**src/rtl/mcg_pkg.sv**
```systemverilog
// Shared types and constants for the midpoint circle generator.
package mcg_pkg;

    localparam int COORD_BITS = 12;
    localparam int CLIP_W     = 19;
    localparam int DEC_W      = 18;
    localparam int STEP_W     = 13;
    localparam int CFG_IDX_W  = 3;
    localparam int CFG_DATA_W = 13;

    localparam logic [12:0] BOUND_LIM = 13'(1 << COORD_BITS);

    localparam logic signed [DEC_W-1:0] DEC_INIT = 18'sd3;
    localparam logic signed [DEC_W-1:0] DEC_MUL  = 18'sd4;
    localparam logic signed [DEC_W-1:0] DEC_DIAG = 18'sd10;
    localparam logic signed [DEC_W-1:0] DEC_AXIS = 18'sd6;
    // x and y move before the update is applied, so fold their +1/-1 into the constant
    localparam logic signed [DEC_W-1:0] DEC_DIAG_STEP = DEC_DIAG + 18'sd2 * DEC_MUL;
    localparam logic signed [DEC_W-1:0] DEC_AXIS_STEP = DEC_AXIS + DEC_MUL;

    localparam logic CMD_START = 1'b0;
    localparam logic CMD_STEP  = 1'b1;

    typedef enum logic [CFG_IDX_W-1:0] {
        REG_CLIP_LEFT   = 3'd0,
        REG_CLIP_TOP    = 3'd1,
        REG_CLIP_RIGHT  = 3'd2,
        REG_CLIP_BOTTOM = 3'd3,
        REG_FILL_MODE   = 3'd4
    } cfg_reg_t;

    typedef struct packed {
        logic               cmd;
        logic signed [15:0] center_x;
        logic signed [15:0] center_y;
        logic        [11:0] radius;
    } in_item_t;

    typedef struct packed {
        logic [11:0] pix_x;
        logic [11:0] pix_y;
        logic [12:0] span_len;
        logic        last;
    } out_item_t;

    // one circle position queued between front and back
    typedef struct packed {
        logic signed [15:0]       cx;
        logic signed [15:0]       cy;
        logic signed [STEP_W-1:0] sx;
        logic signed [STEP_W-1:0] sy;
        logic                     fill;
        logic                     is_final;
    } pos_t;

    typedef struct packed {
        logic [11:0] left;
        logic [11:0] top;
        logic [12:0] right;
        logic [12:0] bottom;
    } clip_cfg_t;

endpackage

```
**src/rtl/mcg_front.sv**
```systemverilog
// Front end: takes item beats, runs the midpoint stepping, queues positions.
module mcg_front (
    input  logic              clk,
    input  logic              rst_n,
    input  logic              item_valid,
    output logic              item_ready,
    input  mcg_pkg::in_item_t item,
    input  logic              fill_mode,
    input  logic              q_full,
    output logic              q_push,
    output mcg_pkg::pos_t     q_data
);
    import mcg_pkg::*;

    logic signed [15:0]       ctr_x_reg, ctr_x_next;
    logic signed [15:0]       ctr_y_reg, ctr_y_next;
    logic signed [STEP_W-1:0] step_x_reg, step_x_next;
    logic signed [STEP_W-1:0] step_y_reg, step_y_next;
    logic signed [DEC_W-1:0]  dec_reg, dec_next;
    logic                     active_reg, active_next;

    logic                     accept;
    logic                     is_final;
    logic signed [STEP_W:0]   diff;
    logic signed [DEC_W-1:0]  diff4;
    logic signed [DEC_W-1:0]  x4;

    assign item_ready = !q_full;
    assign accept     = item_valid && item_ready;

    always_comb
    begin
        ctr_x_next  = ctr_x_reg;
        ctr_y_next  = ctr_y_reg;
        step_x_next = step_x_reg;
        step_y_next = step_y_reg;
        dec_next    = dec_reg;
        active_next = active_reg;
        is_final    = 1'b0;
        q_push      = 1'b0;

        diff  = $signed({step_x_reg[STEP_W-1], step_x_reg})
              - $signed({step_y_reg[STEP_W-1], step_y_reg});
        diff4 = $signed({{(DEC_W-STEP_W-1){diff[STEP_W]}}, diff}) <<< 2;
        x4    = $signed({{(DEC_W-STEP_W){step_x_reg[STEP_W-1]}}, step_x_reg}) <<< 2;

        if (accept)
        begin
            if (item.cmd == CMD_START)
            begin
                ctr_x_next  = item.center_x;
                ctr_y_next  = item.center_y;
                step_x_next = '0;
                step_y_next = $signed({1'b0, item.radius});
                dec_next    = DEC_INIT - $signed({5'b0, item.radius, 1'b0});
                active_next = 1'b1;
                q_push      = 1'b1;
            end
            else if (active_reg)
            begin
                step_x_next = step_x_reg + 13'sd1;
                if (dec_reg > 0)
                begin
                    step_y_next = step_y_reg - 13'sd1;
                    dec_next    = dec_reg + diff4 + DEC_DIAG_STEP;
                end
                else
                begin
                    dec_next = dec_reg + x4 + DEC_AXIS_STEP;
                end
                is_final    = step_y_next < step_x_next;
                active_next = !is_final;
                q_push      = 1'b1;
            end
        end
    end

    assign q_data = '{cx: ctr_x_next, cy: ctr_y_next, sx: step_x_next, sy: step_y_next,
                      fill: fill_mode, is_final: is_final};

    always_ff @(posedge clk or negedge rst_n)
    begin
        if (!rst_n)
        begin
            ctr_x_reg  <= '0;
            ctr_y_reg  <= '0;
            step_x_reg <= '0;
            step_y_reg <= '0;
            dec_reg    <= '0;
            active_reg <= 1'b0;
        end
        else
        begin
            ctr_x_reg  <= ctr_x_next;
            ctr_y_reg  <= ctr_y_next;
            step_x_reg <= step_x_next;
            step_y_reg <= step_y_next;
            dec_reg    <= dec_next;
            active_reg <= active_next;
        end
    end

endmodule

```
**src/rtl/mcg_queue.sv**
```systemverilog
// Small position queue between front and back.
module mcg_queue #(
    parameter int DEPTH = 2
) (
    input  logic          clk,
    input  logic          rst_n,
    input  logic          push,
    input  mcg_pkg::pos_t push_data,
    input  logic          pop,
    output logic          full,
    output logic          head_valid,
    output mcg_pkg::pos_t head
);
    import mcg_pkg::*;

    localparam int PW = (DEPTH > 1) ? $clog2(DEPTH) : 1;
    localparam int CNTW = $clog2(DEPTH + 1);
    localparam logic [PW-1:0]   PTR_LAST = PW'(DEPTH - 1);
    localparam logic [CNTW-1:0] CNT_FULL = CNTW'(DEPTH);

    pos_t            mem [DEPTH];
    logic [PW-1:0]   wr_ptr_reg, rd_ptr_reg;
    logic [CNTW-1:0] count_reg;
    logic            do_push, do_pop;

    assign full       = count_reg == CNT_FULL;
    assign head_valid = count_reg != '0;
    assign head       = mem[rd_ptr_reg];
    assign do_push    = push && !full;
    assign do_pop     = pop && head_valid;

    always_ff @(posedge clk)
    begin
        if (do_push)
        begin
            mem[wr_ptr_reg] <= push_data;
        end
    end

    always_ff @(posedge clk or negedge rst_n)
    begin
        if (!rst_n)
        begin
            wr_ptr_reg <= '0;
            rd_ptr_reg <= '0;
            count_reg  <= '0;
        end
        else
        begin
            if (do_push)
            begin
                wr_ptr_reg <= (wr_ptr_reg == PTR_LAST) ? '0 : wr_ptr_reg + 1'b1;
            end
            if (do_pop)
            begin
                rd_ptr_reg <= (rd_ptr_reg == PTR_LAST) ? '0 : rd_ptr_reg + 1'b1;
            end
            if (do_push && !do_pop)
            begin
                count_reg <= count_reg + 1'b1;
            end
            else if (do_pop && !do_push)
            begin
                count_reg <= count_reg - 1'b1;
            end
        end
    end

endmodule

```
**src/rtl/mcg_back.sv**
```systemverilog
// Back end: walks the symmetric points or spans of each position, clips, emits results.
module mcg_back (
    input  logic                clk,
    input  logic                rst_n,
    input  logic                q_valid,
    input  mcg_pkg::pos_t       q_head,
    output logic                q_pop,
    input  mcg_pkg::clip_cfg_t  clip,
    output logic                result_valid,
    input  logic                result_ready,
    output mcg_pkg::out_item_t  result
);
    import mcg_pkg::*;

    localparam logic [2:0] OUTLINE_LAST = 3'd7;
    localparam logic [2:0] FILL_LAST    = 3'd3;
    localparam logic signed [CLIP_W-1:0] ONE = 19'sd1;

    // candidate counter
    logic [2:0] idx_reg;
    logic       swap, ysign, use_hi, last_idx, issue;
    logic signed [CLIP_W-1:0] cx_s, cy_s, u_s, v_s, lo, hi, py_raw;

    // registered candidate
    logic                     a_valid_reg;
    logic signed [CLIP_W-1:0] a_px_reg, a_end_reg, a_py_reg;
    logic                     a_point_reg, a_last_reg, a_final_reg;

    // clip
    logic [12:0]              right_lim, bottom_lim;
    logic signed [CLIP_W-1:0] left_s, top_s, right_s, bottom_s, cpx, clen;
    logic                     py_ok, keep, a_go;
    out_item_t                cand;

    // hold one kept result until it is known whether it ends the circle
    out_item_t hold_reg;
    logic      hold_valid_reg, hold_done_reg, hold_move, out_free;
    out_item_t result_reg;
    logic      result_valid_reg;

    always_comb
    begin
        if (q_head.fill)
        begin
            swap     = idx_reg[1];
            ysign    = idx_reg[0];
            use_hi   = 1'b0;
            last_idx = idx_reg == FILL_LAST;
        end
        else
        begin
            swap     = idx_reg[2];
            ysign    = idx_reg[1];
            use_hi   = idx_reg[0];
            last_idx = idx_reg == OUTLINE_LAST;
        end
        cx_s = CLIP_W'(q_head.cx);
        cy_s = CLIP_W'(q_head.cy);
        u_s  = swap ? CLIP_W'(q_head.sy) : CLIP_W'(q_head.sx);
        v_s  = swap ? CLIP_W'(q_head.sx) : CLIP_W'(q_head.sy);
        lo     = cx_s - u_s;
        hi     = cx_s + u_s;
        py_raw = ysign ? cy_s - v_s : cy_s + v_s;
    end

    assign issue = q_valid && (!a_valid_reg || a_go);
    assign q_pop = issue && last_idx;

    always_comb
    begin
        right_lim  = (clip.right > BOUND_LIM) ? BOUND_LIM : clip.right;
        bottom_lim = (clip.bottom > BOUND_LIM) ? BOUND_LIM : clip.bottom;
        left_s     = $signed({{(CLIP_W-12){1'b0}}, clip.left});
        top_s      = $signed({{(CLIP_W-12){1'b0}}, clip.top});
        right_s    = $signed({{(CLIP_W-13){1'b0}}, right_lim});
        bottom_s   = $signed({{(CLIP_W-13){1'b0}}, bottom_lim});
        py_ok      = (a_py_reg >= top_s) && (a_py_reg < bottom_s);
        if (a_point_reg)
        begin
            cpx  = a_px_reg;
            clen = ONE;
            keep = py_ok && (a_px_reg >= left_s) && (a_px_reg < right_s);
        end
        else
        begin
            // cutting at the left edge keeps the right end where it was
            cpx  = (a_px_reg < left_s) ? left_s : a_px_reg;
            clen = (a_end_reg >= right_s) ? right_s - cpx - ONE : a_end_reg - cpx;
            keep = py_ok && (clen > 0);
        end
        cand.pix_x    = cpx[11:0];
        cand.pix_y    = a_py_reg[11:0];
        cand.span_len = clen[12:0];
        cand.last     = a_last_reg && a_final_reg;
    end

    assign out_free  = !result_valid_reg || result_ready;
    assign hold_move = hold_valid_reg && out_free
                     && (hold_done_reg || (a_valid_reg && keep));
    assign a_go      = a_valid_reg && (!keep || !hold_valid_reg || hold_move);

    always_ff @(posedge clk)
    begin
        if (issue)
        begin
            a_px_reg    <= use_hi ? hi : lo;
            a_end_reg   <= hi;
            a_py_reg    <= py_raw;
            a_point_reg <= !q_head.fill;
            a_last_reg  <= last_idx;
            a_final_reg <= q_head.is_final;
        end
        if (a_go && keep)
        begin
            hold_reg <= cand;
        end
        else if (a_go && a_last_reg && hold_valid_reg && !hold_done_reg)
        begin
            hold_reg.last <= a_final_reg;
        end
        if (hold_move)
        begin
            result_reg <= hold_reg;
        end
    end

    always_ff @(posedge clk or negedge rst_n)
    begin
        if (!rst_n)
        begin
            idx_reg          <= '0;
            a_valid_reg      <= 1'b0;
            hold_valid_reg   <= 1'b0;
            hold_done_reg    <= 1'b0;
            result_valid_reg <= 1'b0;
        end
        else
        begin
            if (issue)
            begin
                idx_reg <= last_idx ? '0 : idx_reg + 3'd1;
            end

            if (issue)
            begin
                a_valid_reg <= 1'b1;
            end
            else if (a_go)
            begin
                a_valid_reg <= 1'b0;
            end

            if (a_go && keep)
            begin
                hold_valid_reg <= 1'b1;
                hold_done_reg  <= a_last_reg;
            end
            else if (hold_move)
            begin
                hold_valid_reg <= 1'b0;
                hold_done_reg  <= 1'b0;
            end
            else if (a_go && a_last_reg && hold_valid_reg)
            begin
                hold_done_reg <= 1'b1;
            end

            if (hold_move)
            begin
                result_valid_reg <= 1'b1;
            end
            else if (result_ready)
            begin
                result_valid_reg <= 1'b0;
            end
        end
    end

    assign result_valid = result_valid_reg;
    assign result       = result_reg;

endmodule

```
**src/rtl/midpoint_circle_generator.sv**
```systemverilog
// Top level of the midpoint circle generator: clip registers, front, queue, back.
// A start beat loads center and radius and yields the points of x = 0; each step
// beat advances one position. The front takes one item beat per cycle while the
// position queue (QUEUE_DEPTH entries) has room. The back walks each position with
// a 3-bit candidate counter, one candidate per cycle while its output is not
// stalled: an outline position has 8 candidates and a fill position 4. Results
// leave at up to one beat per cycle. The first kept result of an item passes the
// position queue, the candidate register, the hold stage and the result register;
// a kept result waits in the one-entry hold stage until the next kept candidate or
// the position's last candidate is checked. Clipped candidates are still walked.
// The last flag rides on the final kept result of the closing step. The user must
// write configuration only while the block is idle; the block does not enforce it.
module midpoint_circle_generator #(
    parameter int QUEUE_DEPTH = 2
) (
    input  logic                                clk,
    input  logic                                rst_n,
    input  logic                                item_valid,
    output logic                                item_ready,
    input  mcg_pkg::in_item_t                   item,
    output logic                                result_valid,
    input  logic                                result_ready,
    output mcg_pkg::out_item_t                  result,
    input  logic                                cfg_we,
    input  logic [mcg_pkg::CFG_IDX_W-1:0]       cfg_index,
    input  logic [mcg_pkg::CFG_DATA_W-1:0]      cfg_data
);
    import mcg_pkg::*;

    logic [11:0] clip_left_reg;
    logic [11:0] clip_top_reg;
    logic [12:0] clip_right_reg;
    logic [12:0] clip_bottom_reg;
    logic        fill_mode_reg;

    clip_cfg_t   clip;
    logic        q_full, q_push, q_pop, q_valid;
    pos_t        q_data, q_head;

    always_ff @(posedge clk or negedge rst_n)
    begin
        if (!rst_n)
        begin
            clip_left_reg   <= '0;
            clip_top_reg    <= '0;
            clip_right_reg  <= BOUND_LIM;
            clip_bottom_reg <= BOUND_LIM;
            fill_mode_reg   <= 1'b0;
        end
        else if (cfg_we)
        begin
            unique case (cfg_reg_t'(cfg_index))
                REG_CLIP_LEFT:   clip_left_reg   <= cfg_data[11:0];
                REG_CLIP_TOP:    clip_top_reg    <= cfg_data[11:0];
                REG_CLIP_RIGHT:  clip_right_reg  <= cfg_data;
                REG_CLIP_BOTTOM: clip_bottom_reg <= cfg_data;
                REG_FILL_MODE:   fill_mode_reg   <= cfg_data[0];
                default: ;
            endcase
        end
    end

    assign clip = '{left: clip_left_reg, top: clip_top_reg,
                    right: clip_right_reg, bottom: clip_bottom_reg};

    mcg_front u_front (
        .clk        (clk),
        .rst_n      (rst_n),
        .item_valid (item_valid),
        .item_ready (item_ready),
        .item       (item),
        .fill_mode  (fill_mode_reg),
        .q_full     (q_full),
        .q_push     (q_push),
        .q_data     (q_data)
    );

    mcg_queue #(
        .DEPTH (QUEUE_DEPTH)
    ) u_queue (
        .clk        (clk),
        .rst_n      (rst_n),
        .push       (q_push),
        .push_data  (q_data),
        .pop        (q_pop),
        .full       (q_full),
        .head_valid (q_valid),
        .head       (q_head)
    );

    mcg_back u_back (
        .clk          (clk),
        .rst_n        (rst_n),
        .q_valid      (q_valid),
        .q_head       (q_head),
        .q_pop        (q_pop),
        .clip         (clip),
        .result_valid (result_valid),
        .result_ready (result_ready),
        .result       (result)
    );

endmodule

```
**config.mk**
```make
export PLATFORM = sky130hd
export DESIGN_NAME = midpoint_circle_generator
export DESIGN_NICKNAME = d
export VERILOG_FILES = /design/src/rtl/mcg_pkg.sv /design/src/rtl/mcg_front.sv /design/src/rtl/mcg_queue.sv /design/src/rtl/mcg_back.sv /design/src/rtl/midpoint_circle_generator.sv
export SDC_FILE = /design/constraint.sdc
export NUM_CORES = 1
export LEC_CHECK = 0
export CAP_MARGIN = 20
export CORE_UTILIZATION = 38
export DETAILED_ROUTE_END_ITERATION = 10
export DONT_BUFFER_PORTS = 1
export RECOVER_POWER = 50
export SLEW_MARGIN = 20
export SYNTH_ARGS = -nofsm -noshare
export SYNTH_HDL_FRONTEND = slang
export SYNTH_SLANG_ARGS = --single-unit
export TNS_END_PERCENT = 50
```
**constraint.sdc**
```tcl
create_clock -name clk -period 12 [get_ports clk]
set_input_delay 0 -clock clk [delete_from_list [all_inputs] [get_ports clk]]
set_output_delay 0 -clock clk [all_outputs]
set_load 0.005 [all_outputs]
```
# Word-level counts from Yosys, hierarchy flattened
# Memories as Yosys holds them, arrays and structs flattened.
# Index checks and enable logic that the tools add are counted.
# word_totals
regBits	275
mem_bits_rw	120
memories	1
latchBits	0
rom_bits	0
# memory_table
name	depth	word_bits	rd	rd_ports_with_merged_regs	wr	line_no	source
u_queue.mem	2	60	1	0	1	mcg_queue.sv:21	pos_t mem [DEPTH];
# classes
n_mul	0
bitwise_logic	0
mux	57
n_reduce_logical	49
n_addsub	20
shift	0
div	0
magnitude_cmp	11
eq_ne	8
# ops
op	n
13-bit two-way mux	12
19-bit two-way mux	6
16-bit two-way mux	4
18-bit two-way mux	3
16-bit by 19-bit adder with 19-bit output	2
19-bit by 13-bit >= comparator with 1-bit output	2
19-bit by 14-bit < comparator with 1-bit output	2
16-bit by 19-bit subtractor with 19-bit output	2
1-bit two-way mux	28
13-bit greater-than comparator (second input constant)	2
1-bit logical AND	20
19-bit by 14-bit >= comparator with 1-bit output	1
19-bit by 1-bit greater-than comparator with 1-bit output (second input constant)	1
19-bit by 13-bit < comparator with 1-bit output	1
14-bit by 19-bit subtractor with 19-bit output	1
19-bit subtractor	1
19-bit by 2-bit subtractor with 19-bit output (second input constant)	1
18-bit by 15-bit adder with 18-bit output	1
18-bit by 16-bit adder with 18-bit output	1
18-bit by 5-bit adder with 18-bit output (second input constant)	1
18-bit by 6-bit adder with 18-bit output (second input constant)	1
18-bit by 1-bit greater-than comparator with 1-bit output (second input constant)	1
13-bit by 13-bit subtractor with 14-bit output	1
2-bit by 13-bit subtractor with 14-bit output (first input constant)	1
21 further kinds	49

# Logic depth before layout (Yosys ltp)
# depth
word_depth	20
depth_mapped	37

# Cells and area by module
# Synthesis repeated with hierarchy kept, for this count alone.
# unflattened
cells_unflattened	2365
hier_area_um2	25220.4
# by_module_without_submodules
module	area_per_inst_um2	instances	cells_each	seq_area_each_um2
mcg_back	11683.7	1	1241	4229.1
mcg_front	6680.2	1	807	1926.8
mcg_queue	4829.6	1	206	3703.6
midpoint_circle_generator	2026.9	1	111	1278.7

# Worst setup path after synthesis
# OpenSTA, ideal clock, no wires.
# synth_path
path_type	register to register
from	register u_back.a_px_reg[1]
to	register u_back.result_reg (netlist bit u_back.result[0]) (enable)
arrival_time_ns	7.755
n_path_buf	3
synth_period_minus_slack_ns	8.189
t_required_ns	11.566
stages_incl_launch_ff	32
setup_time_ns	0.434
slack_ns	3.811
cell_sequence	edfxtp_1 -> ha_1 -> nor2b_1 -> o21ai_0 -> nand2b_1 -> a21oi_1 -> nor2b_1 -> o21ai_0 -> nand2b_1 -> a21oi_1 -> o21ai_0 -> a2111oi_0 -> ha_1 -> buf_6 -> buf_2 -> buf_1 -> o21ai_0 -> ha_1 -> inv_1 -> fa_1 -> a21o_1 -> maj3_2 -> maj3_2 -> a22oi_4 -> o211a_1 -> o211a_1 -> nor3_1 -> o31ai_1 -> o311a_1 -> nand2_4 -> a21bo_2 -> nor2_1
# synth_between
elab_chain_cells	11
# synth_rtl
item	line_no	source
start, declared	mcg_back.sv:26	logic signed [CLIP_W-1:0] a_px_reg, a_end_reg, a_py_reg;
start signal, assigned	mcg_back.sv:106	a_px_reg <= use_hi ? hi : lo;
19-bit by 13-bit < comparator with 1-bit output	mcg_back.sv:87	cpx = (a_px_reg < left_s) ? left_s : a_px_reg;
19-bit two-way mux	mcg_back.sv:87	
14-bit by 19-bit subtractor with 19-bit output	mcg_back.sv:88	clen = (a_end_reg >= right_s) ? right_s - cpx - ONE : a_end_reg - cpx;
19-bit by 2-bit subtractor with 19-bit output	mcg_back.sv:88	
19-bit two-way mux	mcg_back.sv:88	
19-bit by 1-bit greater-than comparator with 1-bit output	mcg_back.sv:89	keep = py_ok && (clen > 0);
1-bit logical AND	mcg_back.sv:89	
1-bit two-way mux *	mcg_back.sv:78	if (a_point_reg)
1-bit logical AND *	mcg_back.sv:99	&& (hold_done_reg || (a_valid_reg && keep));
1-bit logical OR *	mcg_back.sv:99	
1-bit logical AND *	mcg_back.sv:99	
named net u_back.hold_move	mcg_back.sv:37	logic hold_valid_reg, hold_done_reg, hold_move, out_free;
end signal, assigned	mcg_back.sv:123	result_reg <= hold_reg;
end, declared	mcg_back.sv:38	out_item_t result_reg;
# The timed path passes the listed nets; every way through them passes the cells marked *.
# A chain may end at the register's enable or synchronous reset.

# Worst setup path in the final report
# layout_path
from	register u_back.a_px_reg[1]
to	register u_back.a_py_reg[14] (enable)
# layout_between
elab_chain_cells	15
# layout_rtl
item	line_no	source
19-bit by 13-bit < comparator with 1-bit output	mcg_back.sv:87	
19-bit two-way mux	mcg_back.sv:87	
14-bit by 19-bit subtractor with 19-bit output	mcg_back.sv:88	
19-bit by 2-bit subtractor with 19-bit output	mcg_back.sv:88	
19-bit two-way mux	mcg_back.sv:88	
19-bit by 1-bit greater-than comparator with 1-bit output	mcg_back.sv:89	
1-bit logical AND	mcg_back.sv:89	
1-bit two-way mux *	mcg_back.sv:78	
1-bit logical AND	mcg_back.sv:99	
1-bit logical OR	mcg_back.sv:99	
1-bit logical AND	mcg_back.sv:99	
1-bit logical OR *	mcg_back.sv:100	assign a_go = a_valid_reg && (!keep || !hold_valid_reg || hold_move);
1-bit logical AND *	mcg_back.sv:100	
1-bit logical OR *	mcg_back.sv:66	assign issue = q_valid && (!a_valid_reg || a_go);
1-bit logical AND *	mcg_back.sv:66	
named net u_back.issue	mcg_back.sv:21	logic swap, ysign, use_hi, last_idx, issue;
end signal, assigned	mcg_back.sv:108	a_py_reg <= py_raw;
end, declared	mcg_back.sv:26	
# Marks and branches as above.

==> reports/metrics.yaml <==
status:
  status: "finished with violations"
  violations: "capacitance limit, slew limit"
worst_setup_path:
  critPathKind: "flip-flop to flip-flop"
  r2r_slack_ps: 4380
  critical-path-top-delay-family: "compound AO/OA/AOI/OAI gates"
  slowest_delay_ps: 560
  slowest_stage: "buf_4"
  cpMostUsedCell: "o21ai_0"
  cp_max_fo: 59
  cp.required_ps: 12200
  r2r_end: "u_back.a_py_reg[14]$_DFFE_PP_"
  crit_buf_inv: 3
  r2r_cells: 29
  r2r-start: "u_back.a_px_reg[1]$_DFFE_PP_"
  critPathLaunchType: "flip-flop"
  arrival_ps: 7820
  worstSetupEndpointType: "flip-flop"
floorplanning:
  dieArea_um2: 64600
  die_height_um: 254
  num_io_pins: 106
  initial_core_util: 0.384
  core_area_um2: 63000
  die_w_um: 254
  rows: 92
cts:
  cts_hold_buf: 85
  cts.clk_slew.worst_paths_ps: 60
  clkSinkCount: 394
  cts_tree: "built"
  cts_resized: 0
  h-tree-depth: 2
  root_buffer: "clkbuf_16"
  clk_latency_ps: 580
  numCtsBuffers: 44
  clockBufferDepth: 3
  postCtsSetupBuffers: 0
placement:
  port_buffers: 0
  place_congestion: 0.891
  dp_hpwl_um: 45300
timing:
  fmax_ghz: 0.131
  finalSetupViolCount: 0
  post-route-min-period_ps: 7620
  slew_violations: 94
  skew_ps: 25.9
  finalHoldViolCount: 0
  grt_setup_unrepaired: "false"
  maxSlewHeadroom: -1.29
  tns_ps: 0
  tightestPinTransition_ps: 3440
  finalCritPeriodShare: 0.635
yosys:
  synth.distinct_cells: 86
  syn_avg_cell_area_um2: 11.1
  seq_area_frac_synth: 0.461
  synth_area_leader_cell: "edfxtp_1"
  yosysMostFrequentCell: "edfxtp_1"
  synth_common_cells: "edfxtp_1, ha_1, nand2_1, inv_1, dfrtp_1"
  synth_top_area_frac: 0.317
  synth-async-reset-ratio: 0.353
  synth_edf_count: 255
  synth_area_um2: 24200
  ys_warn_count: 0
  synth_nets: 2474
  yosys-top-cells-area: "edfxtp_1, dfrtp_1, ha_1"
  synth_seq_cells: 394
  synthFlopType: "edfxtp_1"
  syn_inst: 2173
grt:
  grt_pass1_vias: 16900
  overflow: 0
  grt_pass1_wl_um: 94800
  antenna_found_initial: 8
  grt_max_degree: 140
  track_usage: 0.190
cells_and_area:
  fill_cells: 5873
  layout-drive-gt1-share: 0.104
  areaGrowthSynthToFinish_pct: 13.3
  largest_reg_flops: 120
  nNetsFinal: 2561
route:
  drt_iter0_markers: 941
  vias: 16900
  postRouteAntennaNets: 0
  routed_wl_um: 60900
  viasPerCell: 5.36
  wl_per_cell_um: 19.4
  firstDrtPassIters: 5
  drc_errors: 0
run:
  maxCapViolCount: 2
hold_path:
  hold_path.class: "primary input to async pin"
==> area by class of cell <==
cell class / instances / area [um2] / area share
multi-input cells: 1569 / 12300 / 0.448
diodes: 3 / 7.51 / 0.000274
clock buffers: 60 / 1190 / 0.0435
clock inverters: 22 / 183 / 0.00667
well taps: 846 / 1060 / 0.0386
flip-flops and latches: 394 / 11100 / 0.407
repair buffers: 103 / 996 / 0.0364
inverters: 148 / 556 / 0.0203
==> worst max-delay path by stage <==
stage	startpoint	endpoint	slack [ps]	cells past startpoint
after floorplan	u_back.a_px_reg[1]$_DFFE_PP_	u_back.result[0]$_DFFE_PP_	3810	31
after global placement	u_back.a_px_reg[1]$_DFFE_PP_	u_back.result[23]$_DFFE_PP_	4500	28
after detailed placement	u_back.a_px_reg[1]$_DFFE_PP_	u_back.result[23]$_DFFE_PP_	4340	28
after CTS	u_back.a_px_reg[1]$_DFFE_PP_	u_back.result[23]$_DFFE_PP_	4310	28
after global routing	u_back.a_px_reg[1]$_DFFE_PP_	u_back.a_end_reg[3]$_DFFE_PP_	3840	28
final	u_back.a_px_reg[1]$_DFFE_PP_	u_back.a_py_reg[14]$_DFFE_PP_	4380	29
==> through the flow <==
stage / instance area, um2 / instances / util / hold slack [ps] / setup slack, ps
3_3_place_gp: 25200 / 2974 / 0.400 / -289 / 4500
4_1_cts: 27400 / 3141 / 0.435 / 30.5 / 4310
2_1_floorplan: 24200 / 2173 / - / -296 / 3810
5_1_grt: 27400 / 3145 / 0.435 / 98.3 / 3840
3_5_place_dp: 25200 / 2974 / 0.400 / -291 / 4340
6_report: 27400 / 3145 / 0.435 / 55.9 / 4380
==> cells in the final DEF (no fill, tap or decap), types with 20 or more instances in the layout <==
cell,synthesis,final
nor2_1,127,125
dlygate4sd3_1,0,83
mux2i_1,36,36
edfxtp_1,255,255
mux4_2,26,26
xnor2_1,104,104
nand2_1,161,161
nor3_1,41,41
ha_1,227,227
dfrtp_1,137,137
o21ai_0,116,117
a21o_1,38,38
or3_1,20,20
mux2_2,101,85
nand2b_1,33,33
nand3_1,31,31
clkbuf_16,0,45
a21oi_1,134,134
o22ai_1,21,21
o211ai_1,21,21
inv_1,146,145
clkbuf_1,49,22
xor2_1,55,55
==> cell families (layout without fill, tap and decap cells) <==
group                      count (synthesis)  in the layout  share of synthesized area
and+or+nand+nor                          517            517                      0.103
AOI/OAI and AO/OA                        483            483                      0.128
DFF                                      394            394                      0.461
adders and majority gates                240            240                      0.126
buffers and inverters                    210            333                     0.0331
muxes                                    170            170                     0.0910
xor gates and xnor gates                 159            159                     0.0576
other                                      0              3                          0
==> routing by layer <==
layer  up-vias  share of wire  GRT usage  wire length (um)
li1       8167              -          -                 -
met1      8222           0.46      0.251             27900
met4        10          0.026     0.0602              1610
met3        90          0.043     0.0281              2600
met5         -         0.0012          0                74
met2       373           0.47      0.319             28700
Power is not shown: default switching activity piles up to over one toggle a cycle in this logic, so the estimate is an artifact.
